## config.mk

```make
export PLATFORM = sky130hd
export DESIGN_NAME = set_union_dedup_append_unit
export DESIGN_NICKNAME = d
export VERILOG_FILES = /design/src/hdl/sudu_pkg.sv /design/src/hdl/set_union_dedup_append_unit.sv /design/src/hdl/sudu_store.sv
export SDC_FILE = /design/constraint.sdc
export NUM_CORES = 1
export LEC_CHECK = 0
export BUFFER_PORTS_ARGS = -buffer_cell sky130_fd_sc_hd__buf_2
export CAP_MARGIN = 20
export CORE_MARGIN = 2
export CORE_UTILIZATION = 65
export CTS_BUF_LIST = sky130_fd_sc_hd__clkbuf_4 sky130_fd_sc_hd__clkbuf_8 sky130_fd_sc_hd__clkbuf_16
export CTS_CLUSTER_SIZE = 28
export DETAILED_ROUTE_END_ITERATION = 16
export PLACE_DENSITY = 0.83
export SETUP_SLACK_MARGIN = 0.05
export SLEW_MARGIN = 20
export SYNTH_ARGS = -nofsm -noshare
export SYNTH_HDL_FRONTEND = slang
export SYNTH_SLANG_ARGS = --single-unit
```

## constraint.sdc

```tcl
create_clock -name clk_i -period 10.5 [get_ports clk_i]
set_input_delay 0.525 -clock clk_i [delete_from_list [all_inputs] [get_ports clk_i]]
set_output_delay 0.525 -clock clk_i [all_outputs]
set_load 0.005 [all_outputs]
```

## src/hdl/sudu_pkg.sv

```systemverilog
package sudu_pkg;

  // Store geometry
  localparam int unsigned CAPACITY = 32;
  localparam int unsigned IDX_W    = $clog2(CAPACITY);
  localparam int unsigned CNT_W    = $clog2(CAPACITY + 1);

  // Field widths of the transactions
  localparam int unsigned KIND_W  = 2;
  localparam int unsigned VALUE_W = 32;
  localparam int unsigned POS_W   = 5;
  localparam int unsigned COUNT_W = 6;
  localparam int unsigned RES_W   = 16;

  // Item kinds
  typedef enum logic [KIND_W-1:0] {
    KIND_APPEND = 2'd0,
    KIND_UNIQUE = 2'd1,
    KIND_CLEAR  = 2'd2
  } kind_e;

  // Result word, lowest bit first: added, overflow, position, count, padding
  typedef struct packed {
    logic [RES_W-COUNT_W-POS_W-3:0] pad;
    logic [COUNT_W-1:0]             count;
    logic [POS_W-1:0]               position;
    logic                           overflow;
    logic                           added;
  } result_t;

endpackage

```

## src/hdl/set_union_dedup_append_unit.sv

```systemverilog
// Set union store: each input transaction carries a kind in tuser and a 32-bit
// value in tdata, and yields exactly one result transaction (added, overflow,
// position, count). An unconditional append, a clear or an unused kind has its
// result registered at the edge that accepts it. An append-if-absent
// walks the valid entries through the single read port of the store, one entry
// per cycle, and finishes at the first match or after the last valid entry of
// the store, which holds up to 32 entries. A new transaction is taken while the
// previous result still sits in the output register, provided that register
// drains in the same cycle.
module set_union_dedup_append_unit (
  input  logic        clk_i,
  input  logic        rst_ni,
  // Input stream
  input  logic        s_axis_tvalid,
  output logic        s_axis_tready,
  input  logic [31:0] s_axis_tdata,   // [31:0] value
  input  logic [1:0]  s_axis_tuser,   // [1:0] kind
  // Result stream
  output logic        m_axis_tvalid,
  input  logic        m_axis_tready,
  output logic [15:0] m_axis_tdata    // [0] added, [1] overflow, [6:2] position,
                                      // [12:7] count, [15:13] zero
);
  import sudu_pkg::*;

  typedef enum logic [1:0] {
    ST_IDLE = 2'b01,
    ST_SCAN = 2'b10
  } state_e;

  state_e             state_q, state_d;
  logic [CNT_W-1:0]   fill_q, fill_d;
  logic [CNT_W-1:0]   scan_addr_q, scan_addr_d;
  logic [IDX_W-1:0]   rd_idx_q, rd_idx_d;
  logic               rd_valid_q, rd_valid_d;
  logic [VALUE_W-1:0] value_q;
  logic               out_valid_q, out_valid_d;
  result_t            out_q, out_d;

  logic               out_free;
  logic               in_fire;
  logic               full;
  logic               match;
  logic               miss_end;
  logic               issue;
  logic               mem_we;
  logic [VALUE_W-1:0] mem_wdata;
  logic               mem_re;
  logic [VALUE_W-1:0] mem_rdata;
  result_t            append_res;

  assign out_free      = !out_valid_q || m_axis_tready;
  assign s_axis_tready = (state_q == ST_IDLE) && out_free;
  assign in_fire       = s_axis_tvalid && s_axis_tready;
  assign full          = (fill_q == CNT_W'(CAPACITY));

  // Scan status: registered read data is compared in the cycle after the read
  assign match    = rd_valid_q && (mem_rdata == value_q);
  assign issue    = (scan_addr_q < fill_q);
  assign miss_end = !rd_valid_q && !issue;

  // Result of an append at the current fill level
  always_comb begin
    append_res          = '0;
    append_res.added    = !full;
    append_res.overflow = full;
    append_res.position = full ? '0 : POS_W'(fill_q);
    append_res.count    = full ? COUNT_W'(fill_q) : COUNT_W'(fill_q + 1'b1);
  end

  // Control: accept, scan, append and result load
  always_comb begin
    state_d     = state_q;
    fill_d      = fill_q;
    scan_addr_d = scan_addr_q;
    rd_idx_d    = rd_idx_q;
    rd_valid_d  = rd_valid_q;
    out_valid_d = out_valid_q && !m_axis_tready;
    out_d       = out_q;
    mem_we      = 1'b0;
    mem_wdata   = value_q;
    mem_re      = 1'b0;

    unique case (state_q)
      ST_IDLE: begin
        if (in_fire) begin
          out_d       = '0;
          out_d.count = COUNT_W'(fill_q);
          case (s_axis_tuser)
            KIND_APPEND: begin
              out_valid_d = 1'b1;
              out_d       = append_res;
              mem_we      = !full;
              mem_wdata   = s_axis_tdata;
              if (!full) begin
                fill_d = fill_q + 1'b1;
              end
            end
            KIND_UNIQUE: begin
              state_d     = ST_SCAN;
              scan_addr_d = '0;
              rd_valid_d  = 1'b0;
            end
            KIND_CLEAR: begin
              out_valid_d = 1'b1;
              out_d.count = '0;
              fill_d      = '0;
            end
            default: begin
              out_valid_d = 1'b1;
            end
          endcase
        end
      end
      ST_SCAN: begin
        if (match || miss_end) begin
          // Hold the scan until the output register can take the result
          if (out_free) begin
            state_d     = ST_IDLE;
            out_valid_d = 1'b1;
            rd_valid_d  = 1'b0;
            if (match) begin
              out_d          = '0;
              out_d.position = POS_W'(rd_idx_q);
              out_d.count    = COUNT_W'(fill_q);
            end else begin
              out_d  = append_res;
              mem_we = !full;
              if (!full) begin
                fill_d = fill_q + 1'b1;
              end
            end
          end
        end else begin
          mem_re     = issue;
          rd_valid_d = issue;
          rd_idx_d   = scan_addr_q[IDX_W-1:0];
          if (issue) begin
            scan_addr_d = scan_addr_q + 1'b1;
          end
        end
      end
      default: begin
        state_d = ST_IDLE;
      end
    endcase
  end

  // Control registers
  always_ff @(posedge clk_i or negedge rst_ni) begin
    if (!rst_ni) begin
      state_q     <= ST_IDLE;
      fill_q      <= '0;
      rd_valid_q  <= 1'b0;
      out_valid_q <= 1'b0;
    end else begin
      state_q     <= state_d;
      fill_q      <= fill_d;
      rd_valid_q  <= rd_valid_d;
      out_valid_q <= out_valid_d;
    end
  end

  // Payload registers
  always_ff @(posedge clk_i) begin
    scan_addr_q <= scan_addr_d;
    rd_idx_q    <= rd_idx_d;
    out_q       <= out_d;
    if (in_fire) begin
      value_q <= s_axis_tdata;
    end
  end

  // Writes land at the fill level only, which a later scan reads no earlier
  // than the following cycle, so no forwarding path is needed
  sudu_store u_store (
    .clk_i   (clk_i),
    .we_i    (mem_we),
    .waddr_i (fill_q[IDX_W-1:0]),
    .wdata_i (mem_wdata),
    .re_i    (mem_re),
    .raddr_i (scan_addr_q[IDX_W-1:0]),
    .rdata_o (mem_rdata)
  );

  assign m_axis_tvalid = out_valid_q;
  assign m_axis_tdata  = out_q;

endmodule

```

## src/hdl/sudu_store.sv

```systemverilog
module sudu_store (
  input  logic                           clk_i,
  input  logic                           we_i,
  input  logic [sudu_pkg::IDX_W-1:0]     waddr_i,
  input  logic [sudu_pkg::VALUE_W-1:0]   wdata_i,
  input  logic                           re_i,
  input  logic [sudu_pkg::IDX_W-1:0]     raddr_i,
  output logic [sudu_pkg::VALUE_W-1:0]   rdata_o
);
  import sudu_pkg::*;

  logic [VALUE_W-1:0] mem_q [CAPACITY];
  logic [VALUE_W-1:0] rdata_q;

  // One write port, one read port, registered read data
  always_ff @(posedge clk_i) begin
    if (we_i) begin
      mem_q[waddr_i] <= wdata_i;
    end
    if (re_i) begin
      rdata_q <= mem_q[raddr_i];
    end
  end

  assign rdata_o = rdata_q;

endmodule

```

After elaboration in Yosys (flattened, before gate mapping) --
Memories as Yosys holds them, arrays and structs flattened. A register that Yosys moved wholly into a read port is not among the register bits. Cells that the tools add are included.
Cells by class: mux-type cells 47, equal/unequal tests 14, order comparisons 1, reductions and logical operators 20, bitwise gates (word level) 1, add/subtract/negate cells 2
Operator list (number):
- 32-bit two-way mux | 3
- 6-bit two-way mux | 9
- 16-bit two-way mux | 3
- 6-bit case mux with 2 select lines | 3
- 32-bit == test | 1
- 16-bit case mux with 2 select lines | 1
- 1-bit two-way mux | 17
- 13-bit two-way mux | 1
- 6-bit by 1-bit adder with 6-bit output (second input constant) | 2
- 2-bit inequality test (second input constant) | 6
- 4-bit AND reduction | 3
- 5-bit AND reduction | 2
- 2-bit two-way mux | 4
- 7-bit two-way mux | 1
- 6-bit == test (second input constant) | 1
- 6-bit less-than comparator | 1
- 1-bit case mux with 2 select lines | 3
- 1-bit logical AND | 5
- 1-bit zero test | 5
- 5-bit two-way mux | 1
- 2-bit by 1-bit == test with 1-bit output (second input constant) | 2
- 2-bit == test (second input constant) | 2
- 2-bit case mux with 2 select lines | 1
- 3-bit inequality test (second input constant) | 1
- other kinds (6) | 7
Word-level totals: output and inout bits 18, memory bits (writable) 1024, input port bits 38, memories 1, word-level logic and storage cells 98, register bits after elaboration 69
Memories:
- u_store.mem_q | words 32, width 32, read ports 1, clocked after Yosys merged registers in 1, wr ports 1, line sudu_store.sv:12 | logic [VALUE_W-1:0] mem_q [CAPACITY];

Longest topological paths before layout --
Gate-level depths: netlist of the first run.
depth after elaboration 8, gate-level depth with buffers 10, depth with buffers taken out 8

Hierarchy --
From an unflattened synthesis of the first run, not the netlist that was laid out.
Second synthesis, totals: cells, all modules 2592, area total of the unflattened synthesis 44669.1 µm²
Modules (own cells, without submodules):
- sudu_store | seq. area each 31710.4 µm², cells each 2260, instances 1, area an instance 40812.9 µm²
- set_union_dedup_append_unit | seq. area each 1933.1 µm², cells each 332, instances 1, area an instance 3856.2 µm²

Worst setup path before layout of the first run --
OpenSTA, ideal clock, no wires.
path kind register -> register, start register fill_q[3], end memory u_store.mem_q[16][0] (enable), data required time 10.039 ns, stages on the path, launching flop included 10, library setup time 0.461 ns, period minus slack after synthesis 4.603 ns, data arrival time 4.142 ns, buffers on the path 2, path slack 5.897 ns, cell sequence dfrtp_1 -> clkbuf_1 -> inv_1 -> ha_1 -> nand4_1 -> o21a_1 -> nor3_1 -> nor2_1 -> clkbuf_1 -> nor3_1
On the way: longest elaborated chain between the ends 8, elaborated cells between the ends (all ways) 14, those cells by class order compare (1); eq/ne (1); mux (8); reduce/logical (4)
RTL lines:
- start: declaration | line set_union_dedup_append_unit.sv:32 | logic [CNT_W-1:0] fill_q, fill_d;
- start signal: assignment | line set_union_dedup_append_unit.sv:158 | fill_q <= fill_d;
- 6-bit less-than comparator / 6-bit == test (equally long branches) | line set_union_dedup_append_unit.sv:59, set_union_dedup_append_unit.sv:55
- 1-bit zero test (on tied branches)
- 1-bit logical AND / 1-bit two-way mux (equally long branches) | line set_union_dedup_append_unit.sv:60, set_union_dedup_append_unit.sv:122
- 1-bit logical OR / 1-bit two-way mux (equally long branches) | line set_union_dedup_append_unit.sv:116, set_union_dedup_append_unit.sv:118
- 1-bit two-way mux | line set_union_dedup_append_unit.sv:116 | if (match || miss_end) begin
- 1-bit case mux with 2 select lines | line set_union_dedup_append_unit.sv:84 | unique case (state_q)
- 1-bit two-way mux | line sudu_store.sv:17 | if (we_i) begin
- 1-bit two-way mux (implied by the code) | line sudu_store.sv:18 | mem_q[waddr_i] <= wdata_i;
- end: declaration | line sudu_store.sv:12
Parallel ways exist; a longest one is shown, timed or not.

Worst setup path after layout of the first run --
start register scan_addr_q[1], end register u_store.rdata_q[16], in the netlist u_store.rdata_o[16], read port of u_store.mem_q (data pin)
On the way: longest elaborated chain between the ends 6
RTL lines:
- start: declaration | line set_union_dedup_append_unit.sv:33 | logic [CNT_W-1:0] scan_addr_q, scan_addr_d;
- start signal: assignment | line set_union_dedup_append_unit.sv:166 | scan_addr_q <= scan_addr_d;
- 6-bit less-than comparator | line set_union_dedup_append_unit.sv:59 | assign issue = (scan_addr_q < fill_q);
- 1-bit zero test | line set_union_dedup_append_unit.sv:60 | assign miss_end = !rd_valid_q && !issue;
- 1-bit logical AND | line set_union_dedup_append_unit.sv:60
- 1-bit logical OR | line set_union_dedup_append_unit.sv:116
- 1-bit two-way mux | line set_union_dedup_append_unit.sv:116
- 1-bit two-way mux | line set_union_dedup_append_unit.sv:84
- end: declaration | line sudu_store.sv:13 | logic [VALUE_W-1:0] rdata_q;
Parallel ways exist; a longest one is shown, timed or not. A chain may end at the register's enable or synchronous reset.

==> flow_metrics.py, run 1 <==
metrics = {
    "timing": {
        "rsz0062_at_grt": "false",
        "period_needed_ns": 4.66,
        "min_period_over_period": 0.444,
        "fmax_ghz": 0.215,
        "skew_ns": 0.0335,
        "fin_setup_tns_ns": 0,
        "worst_slew_pin_slew_ns": 1.24,
        "maxSlewHeadroom": 0.176,
        "hold_viol_final": 0,
        "drv_slew": 0,
        "setup_viol": 0,
    },
    "final_layout": {
        "layout-drive-gt1-share": 0.334,
        "fillers": 3361,
        "post-route-util": 0.731,
        "final_area_um2": 48800,
        "multi_input_area_um2": 9710,
        "seq_area_um2": 33600,
        "syn2layout_area_growth_pct": 11.8,
        "fin_nets": 2028,
    },
    "place": {
        "place_area_um2": 45400,
        "finalWeightedCongestion": 0.921,
        "port_buffers": 52,
        "hpwl_um": 56800,
    },
    "setup_path": {
        "r2r_setup_slack_ns": 5.84,
        "crit_top_cell": "buf_4",
        "worstPathCellList": "buf_4 -> buf_4 -> buf_4 -> mux4_2 -> mux4_2 -> mux2_2",
        "crit_path_top_delay_cell": "buf_4",
        "end_kind": "flop",
        "worstSetupStartpointType": "flop",
        "critPathKind": "flop to flop",
        "required_ns": 10.92,
        "worstPathArrival_ns": 5.08,
        "cpPeakStageDelay_ns": 1.01,
        "crit_path_max_fanout": 74,
    },
    "drt": {
        "wl_um": 113000,
        "ant_nets": 0,
        "wl_met3_um": 11500,
        "via_per_inst": 7.41,
        "top_layer_used": "met4",
        "drtIter0Drc": 3425,
        "drtPass1Iterations": 6,
        "route.vias.total": 21800,
        "met2_length_um": 55800,
        "drcViolationCount": 0,
        "wl_per_cell_um": 38.3,
        "route.layer.met1.wl_um": 38400,
    },
    "grt": {
        "antenna_found_initial": 0,
        "grt_pass1_vias": 21900,
        "grt-ovfl-total": 0,
        "grt_start_max_net_pins": 122,
        "track_usage": 0.330,
        "grt_pass1_wl_um": 160000,
    },
    "cts": {
        "htreeDepth": 3,
        "clkSlewWorstSetupHoldPaths_ns": 0.07,
        "cts_root_buf": "clkbuf_16",
        "worstSkewPairLatency_ns": 0.69,
        "cts_tree": "done",
        "clock_path_buffers": 3,
        "cts_made_buffers": 105,
        "ctsResizeCount": 0,
        "cts.sinks": 1122,
    },
    "yosys": {
        "muxShareOfSynthArea": 0.183,
        "synth_compound_area_frac": 0.00917,
        "synthAdderAreaFrac": 0.00373,
        "ys_seq_area_frac": 0.771,
        "yosys_warnings": 0,
        "synth-seq-cells": 1122,
        "async_reset_ff_frac": 0.00891,
        "avgSynthCellArea_um2": 23.5,
        "synth_top_family_by_area": "multiplexers",
        "yosys.area_share.simple": 0.0146,
        "ys.flop_type": "edfxtp_1",
        "synth_cell_types": 47,
        "synth_area_um2": 43700,
        "synthCells": 1858,
        "synth_xor_area_frac": 0.00682,
        "synth_edf_count": 1112,
    },
    "floorplan": {
        "rows": 95,
        "die_w_um": 263,
        "initial_utilization": 0.654,
        "ios": 56,
        "dieArea_um2": 69300,
        "fp.dieH_um": 263,
        "core_area_um2": 66800,
    },
    "pwr": {
        "powerDensity_nw_per_um2": 266,
        "ir_worst_vdd_v": 0.000168,
        "p_leak_nw": 15.2,
    },
    "job": {
        "maxCapViolations": 0,
    },
    "min_path": {
        "hp-class": "input port to flop",
    },
    "status": {
        "outcome": "completed",
    },
}
-- placed cells by master, fill, tap and decap left out, drive strengths merged, types with 4 or more instances in the layout --
cell	n
a21oi	10
a22o	5
and2	4
and3	4
buf	103
bufinv	6
clkbuf	128
clkinv	55
dfrtp	9
edfxtp	1112
ha	13
inv	19
mux2	64
mux2i	4
mux4	320
nand2	23
nand2b	7
nand3	14
nand3b	4
nand4	9
nor2	37
nor2b	7
nor3	20
o21a	4
o21ai	16
xnor2	30
xor2	4
-- flip-flops by register name, summed over array words and instances (netlist names) --
register,flops
u_store.mem_q,1024
u_store.rdata_o,32
value_q,32
m_axis_tdata,13
fill_q,6
scan_addr_q,6
rd_idx_q,5
state_q,2
m_axis_tvalid,1
rd_valid_q,1
-- critical path, delay by kind of cell, from the launching register on --
family                 cells  cell delay, ns
muxes                      3            1.37
buffers and inverters      3            2.60
DFF                        1            0.36
-- report_power, final --
part           internal, mW  leakage [nW]  switching, mW  total [mW]
logic                  1.58          3.37           2.06        3.64
clock network          2.07          1.68           1.69        3.75
registers              5.47          10.2          0.123        5.59
-- logic make-up (layout without fill, tap and decap cells) --
| group | after synthesis | count (layout) |
|---|---|---|
| compound gates | 59 | 59 |
| other cells | 1 | 4 |
| simple gates | 131 | 131 |
| mux | 388 | 388 |
| buf+inv | 110 | 315 |
| fa+ha+maj | 13 | 13 |
| xor+xnor | 34 | 34 |
| flops | 1122 | 1122 |
-- metrics by stage --
step	setup WS [ns]	hold WS (ns)	power, mW	std cells
finish	5.84	0.0380	13.0	2939
global route	5.77	0.0217	13.3	2938
CTS	5.73	0.00541	13.0	2937
detailed placement	5.77	0.408	9.16	2741
global placement	5.84	0.403	9.01	2727
floorplan	5.90	0.229	8.13	1860
-- cell usage after synthesis, types with 3 or more instances --
library cell	n	area (µm²)
edfxtp_1	1112	33400
mux4_2	320	7210
mux2_2	64	721
clkbuf_1	47	176
nor2_1	37	139
xnor2_1	30	263
buf_4	24	180
nand2_1	23	86.3
nor3_1	20	100
inv_1	16	60.1
o21ai_0	15	75.1
nand3_1	14	70.1
ha_1	13	163
a21oi_1	10	50.1
buf_1	10	37.5
buf_2	9	45.0
dfrtp_1	9	225
nand4_1	9	56.3
nand2b_1	7	43.8
nor2b_1	7	43.8
a22o_1	5	43.8
and2_1	4	25.0
and3_1	4	25.0
buf_6	4	45.0
mux2i_1	4	40.0
nand3b_1	4	30.0
o21a_1	4	30.0
xor2_1	4	35.0
a31oi_1	3	18.8
o22a_1	3	26.3
o22ai_1	3	18.8
-- metal layers --
metal,up-vias,track usage
li1,8142,-
met2,1852,0.533
met5,-,0
met1,11500,0.438
met4,0,0.167
met3,319,0.0671
-- repair_timing --
item                      CTS  global route
setup buffers               0             0
hold buffers                1             0
hold endpoints to repair   10             0
-- path summary, 6_finish.rpt --
check | from | end | depth (start not counted)
setup / recovery | scan_addr_q[1]$_SDFFCE_PN0P_ | u_store.rdata_o[16]$_DFFE_PP_ | 6
hold / removal | s_axis_tdata[25] | value_q[25]$_DFFE_PP_ | 1
setup reg to reg | scan_addr_q[1]$_SDFFCE_PN0P_ | u_store.rdata_o[16]$_DFFE_PP_ | 6
hold reg to reg | state_q[0]$_DFFE_PN1P_ | state_q[0]$_DFFE_PN1P_ | 1
max in group asynchronous | rst_ni | state_q[0]$_DFFE_PN1P_ | 2
min in group asynchronous | rst_ni | fill_q[4]$_DFFE_PN0P_ | 2
-- final cells by class --
type	instances	area share
antenna	1	0.0000513
clock buffer	128	0.0577
clock inverter	67	0.0113
inverter	16	0.00123
multi-input combinational	628	0.199
sequential	1122	0.689
tap	873	0.0224
timing repair buffer	104	0.0191
Power figures use the tool's default switching activity.
==> inputs of run 2 (changes only) <==
- CORE_UTILIZATION: 65 -> 56
- PLACE_DENSITY: 0.83 -> 0.76
- clock period: 10.5 -> 3.8 ns (I/O delays scaled with it)
==> run 2 against run 1 <==
Effect of this change: non-clock buffer count grew 71; clock power rose to 2.9 times the previous value; setup slack got worse by 5.3 ns; first-iteration DRC count fell by 18%; count of clock-buffer cells in the layout is 2 higher; critical endpoint is now m_axis_tdata[4]$_DFFE_PP_; largest cell class unchanged.
==> flow_metrics.py, run 2 (synthesis gave the netlist of run 1 again) <==
metrics = {
    "job": {
        "maxCapViolations": 0,
    },
    "place": {
        "port_buffers": 52,
        "finalWeightedCongestion": 0.913,
        "pre_cts_ws_ns": 0.621,
        "hpwl_um": 56500,
        "dp.cells": 2943,
    },
    "setup_path": {
        "crit_path_top_delay_cell": "nor2b_1",
        "worstReg2RegEnd": "m_axis_tdata[4]$_DFFE_PP_",
        "worstSetupStartpointType": "flop",
        "reg2reg_depth": 7,
        "worstReg2RegStart": "fill_q[3]$_DFFE_PN0P_",
        "critPathKind": "flop to flop",
        "end_kind": "flop",
        "worstPathCellList": "inv_1 -> ha_1 -> nand4_1 -> o21a_1 -> o21ai_1 -> nor2b_1 -> nor2b_1",
        "crit_top_cell": "nor2b_1",
        "required_ns": 4.09,
        "r2r_setup_slack_ns": 0.57,
        "crit_path_max_fanout": 13,
        "worstPathArrival_ns": 3.52,
        "cpPeakStageDelay_ns": 0.83,
        "crit_family": "simple AND/OR/NAND/NOR gates",
        "critical_path_buf_inv_count": 1,
    },
    "timing": {
        "worst_slew_pin_slew_ns": 1.04,
        "drv_slew": 0,
        "maxSlewHeadroom": 0.303,
        "fmax_ghz": 0.310,
        "hold_viol_final": 0,
        "min_period_over_period": 0.850,
        "fin_setup_tns_ns": 0,
        "skew_ns": 0.0304,
        "period_needed_ns": 3.23,
        "setup_slack_ns": 0.570,
        "rsz0062_at_grt": "false",
        "setup_viol": 0,
    },
    "cts": {
        "cts_made_buffers": 106,
        "cts_root_buf": "clkbuf_16",
        "cts_tree": "done",
        "cts.sinks": 1122,
        "htreeDepth": 3,
        "ctsResizeCount": 0,
        "clkSlewWorstSetupHoldPaths_ns": 0.06,
        "post_cts_buffers": 0,
        "clock_path_buffers": 3,
        "cts_hold_buffers": 38,
        "worstSkewPairLatency_ns": 0.68,
    },
    "drt": {
        "wl_um": 107000,
        "wl_per_cell_um": 33.6,
        "drtIter0Drc": 2792,
        "route.vias.total": 21500,
        "drtPass1Iterations": 5,
        "via_per_inst": 6.76,
        "ant_nets": 0,
        "drcViolationCount": 0,
    },
    "grt": {
        "track_usage": 0.271,
        "grt_pass1_wl_um": 155000,
        "grt-ovfl-total": 0,
        "grt_start_max_net_pins": 113,
        "antenna_found_initial": 0,
        "grt_pass1_vias": 21600,
    },
    "final_layout": {
        "fin_nets": 2100,
        "layout-drive-gt1-share": 0.341,
        "fillers": 4864,
        "mostFrequentLayoutCell": "edfxtp_1",
        "diodes": 0,
        "largest_reg_flops": 1024,
        "fin_cells": 3177,
        "syn2layout_area_growth_pct": 14.3,
        "final_cell_mix": "edfxtp_1 (1112), mux4_2 (320), clkbuf_16 (108)",
        "regMostFlops": "u_store.mem_q",
    },
    "pwr": {
        "p_leak_nw": 15.6,
        "ir_worst_vdd_v": 0.000507,
        "powerDensity_nw_per_um2": 723,
    },
    "min_path": {
        "hold-path-cell-count": 4,
        "hp-class": "input port to flop",
        "whs_endpoint": "state_q[1]$_DFFE_PN0P_",
        "worstHoldStart": "s_axis_tuser[0]",
    },
    "floorplan": {
        "fp.dieH_um": 283,
        "die_w_um": 283,
        "rows": 102,
        "ios": 56,
        "initial_utilization": 0.565,
        "core_area_um2": 77300,
        "dieArea_um2": 80200,
    },
    "status": {
        "outcome": "completed",
    },
}
## run 2: where the power goes
| group | switching, mW | internal [mW] |
|---|---|---|
| clock | 4.58 | 6.20 |
| combinational | 5.43 | 4.51 |
| sequential | 0.256 | 15.1 |
## run 2: worst max path at each step
stage | from | endpoint | cells after the start
2_1_floorplan | fill_q[3]$_DFFE_PN0P_ | u_store.mem_q[16][0]$_DFFE_PP_ | 9
3_3_place_gp | fill_q[3]$_DFFE_PN0P_ | m_axis_tdata[8]$_DFFE_PP_ | 7
3_5_place_dp | fill_q[3]$_DFFE_PN0P_ | m_axis_tdata[8]$_DFFE_PP_ | 7
4_1_cts | fill_q[3]$_DFFE_PN0P_ | m_axis_tdata[4]$_DFFE_PP_ | 7
6_report | fill_q[3]$_DFFE_PN0P_ | m_axis_tdata[4]$_DFFE_PP_ | 7
5_1_grt | fill_q[3]$_DFFE_PN0P_ | u_store.mem_q[13][16]$_DFFE_PP_ | 9
## run 2: per-stage QoR
stage	instance area (µm²)	hold slack [ns]	total power, mW	util
after detailed placement	46000	0.0842	25.3	0.594
after global routing	49900	0.168	37.2	0.645
after floorplan	43700	-0.106	22.5	-
after CTS	49900	0.111	36.2	0.645
final	49900	0.153	36.1	0.645
after global placement	46000	0.0857	25.1	0.594
## run 2: cell type report
| cell class | count | area, µm² | area share |
|---|---|---|---|
| flip-flops and latches | 1122 | 33600 | 0.674 |
| multi-input cells | 628 | 9710 | 0.194 |
| clock buffers | 130 | 2870 | 0.0574 |
| repair buffers | 175 | 1640 | 0.0329 |
| well taps | 1040 | 1300 | 0.0261 |
| clock inverters | 66 | 698 | 0.0140 |
| inverters | 16 | 60.1 | 0.00120 |
## run 2: worst register-to-register path, stage by stage, from the launching register on
cell and delay, ns:
dfrtp_1 0.55, inv_1 0.18, ha_1 0.34, nand4_1 0.09, o21a_1 0.27, o21ai_1 0.45, nor2b_1 0.13, nor2b_1 0.83
## run 2: routing by layer
layer / global-route usage / up-vias / part of all wire
met5: 0 / - / 0
met4: 0.0930 / 0 / 0.033
met3: 0.0536 / 211 / 0.11
met2: 0.426 / 1589 / 0.48
met1: 0.387 / 11400 / 0.37
li1: - / 8285 / -
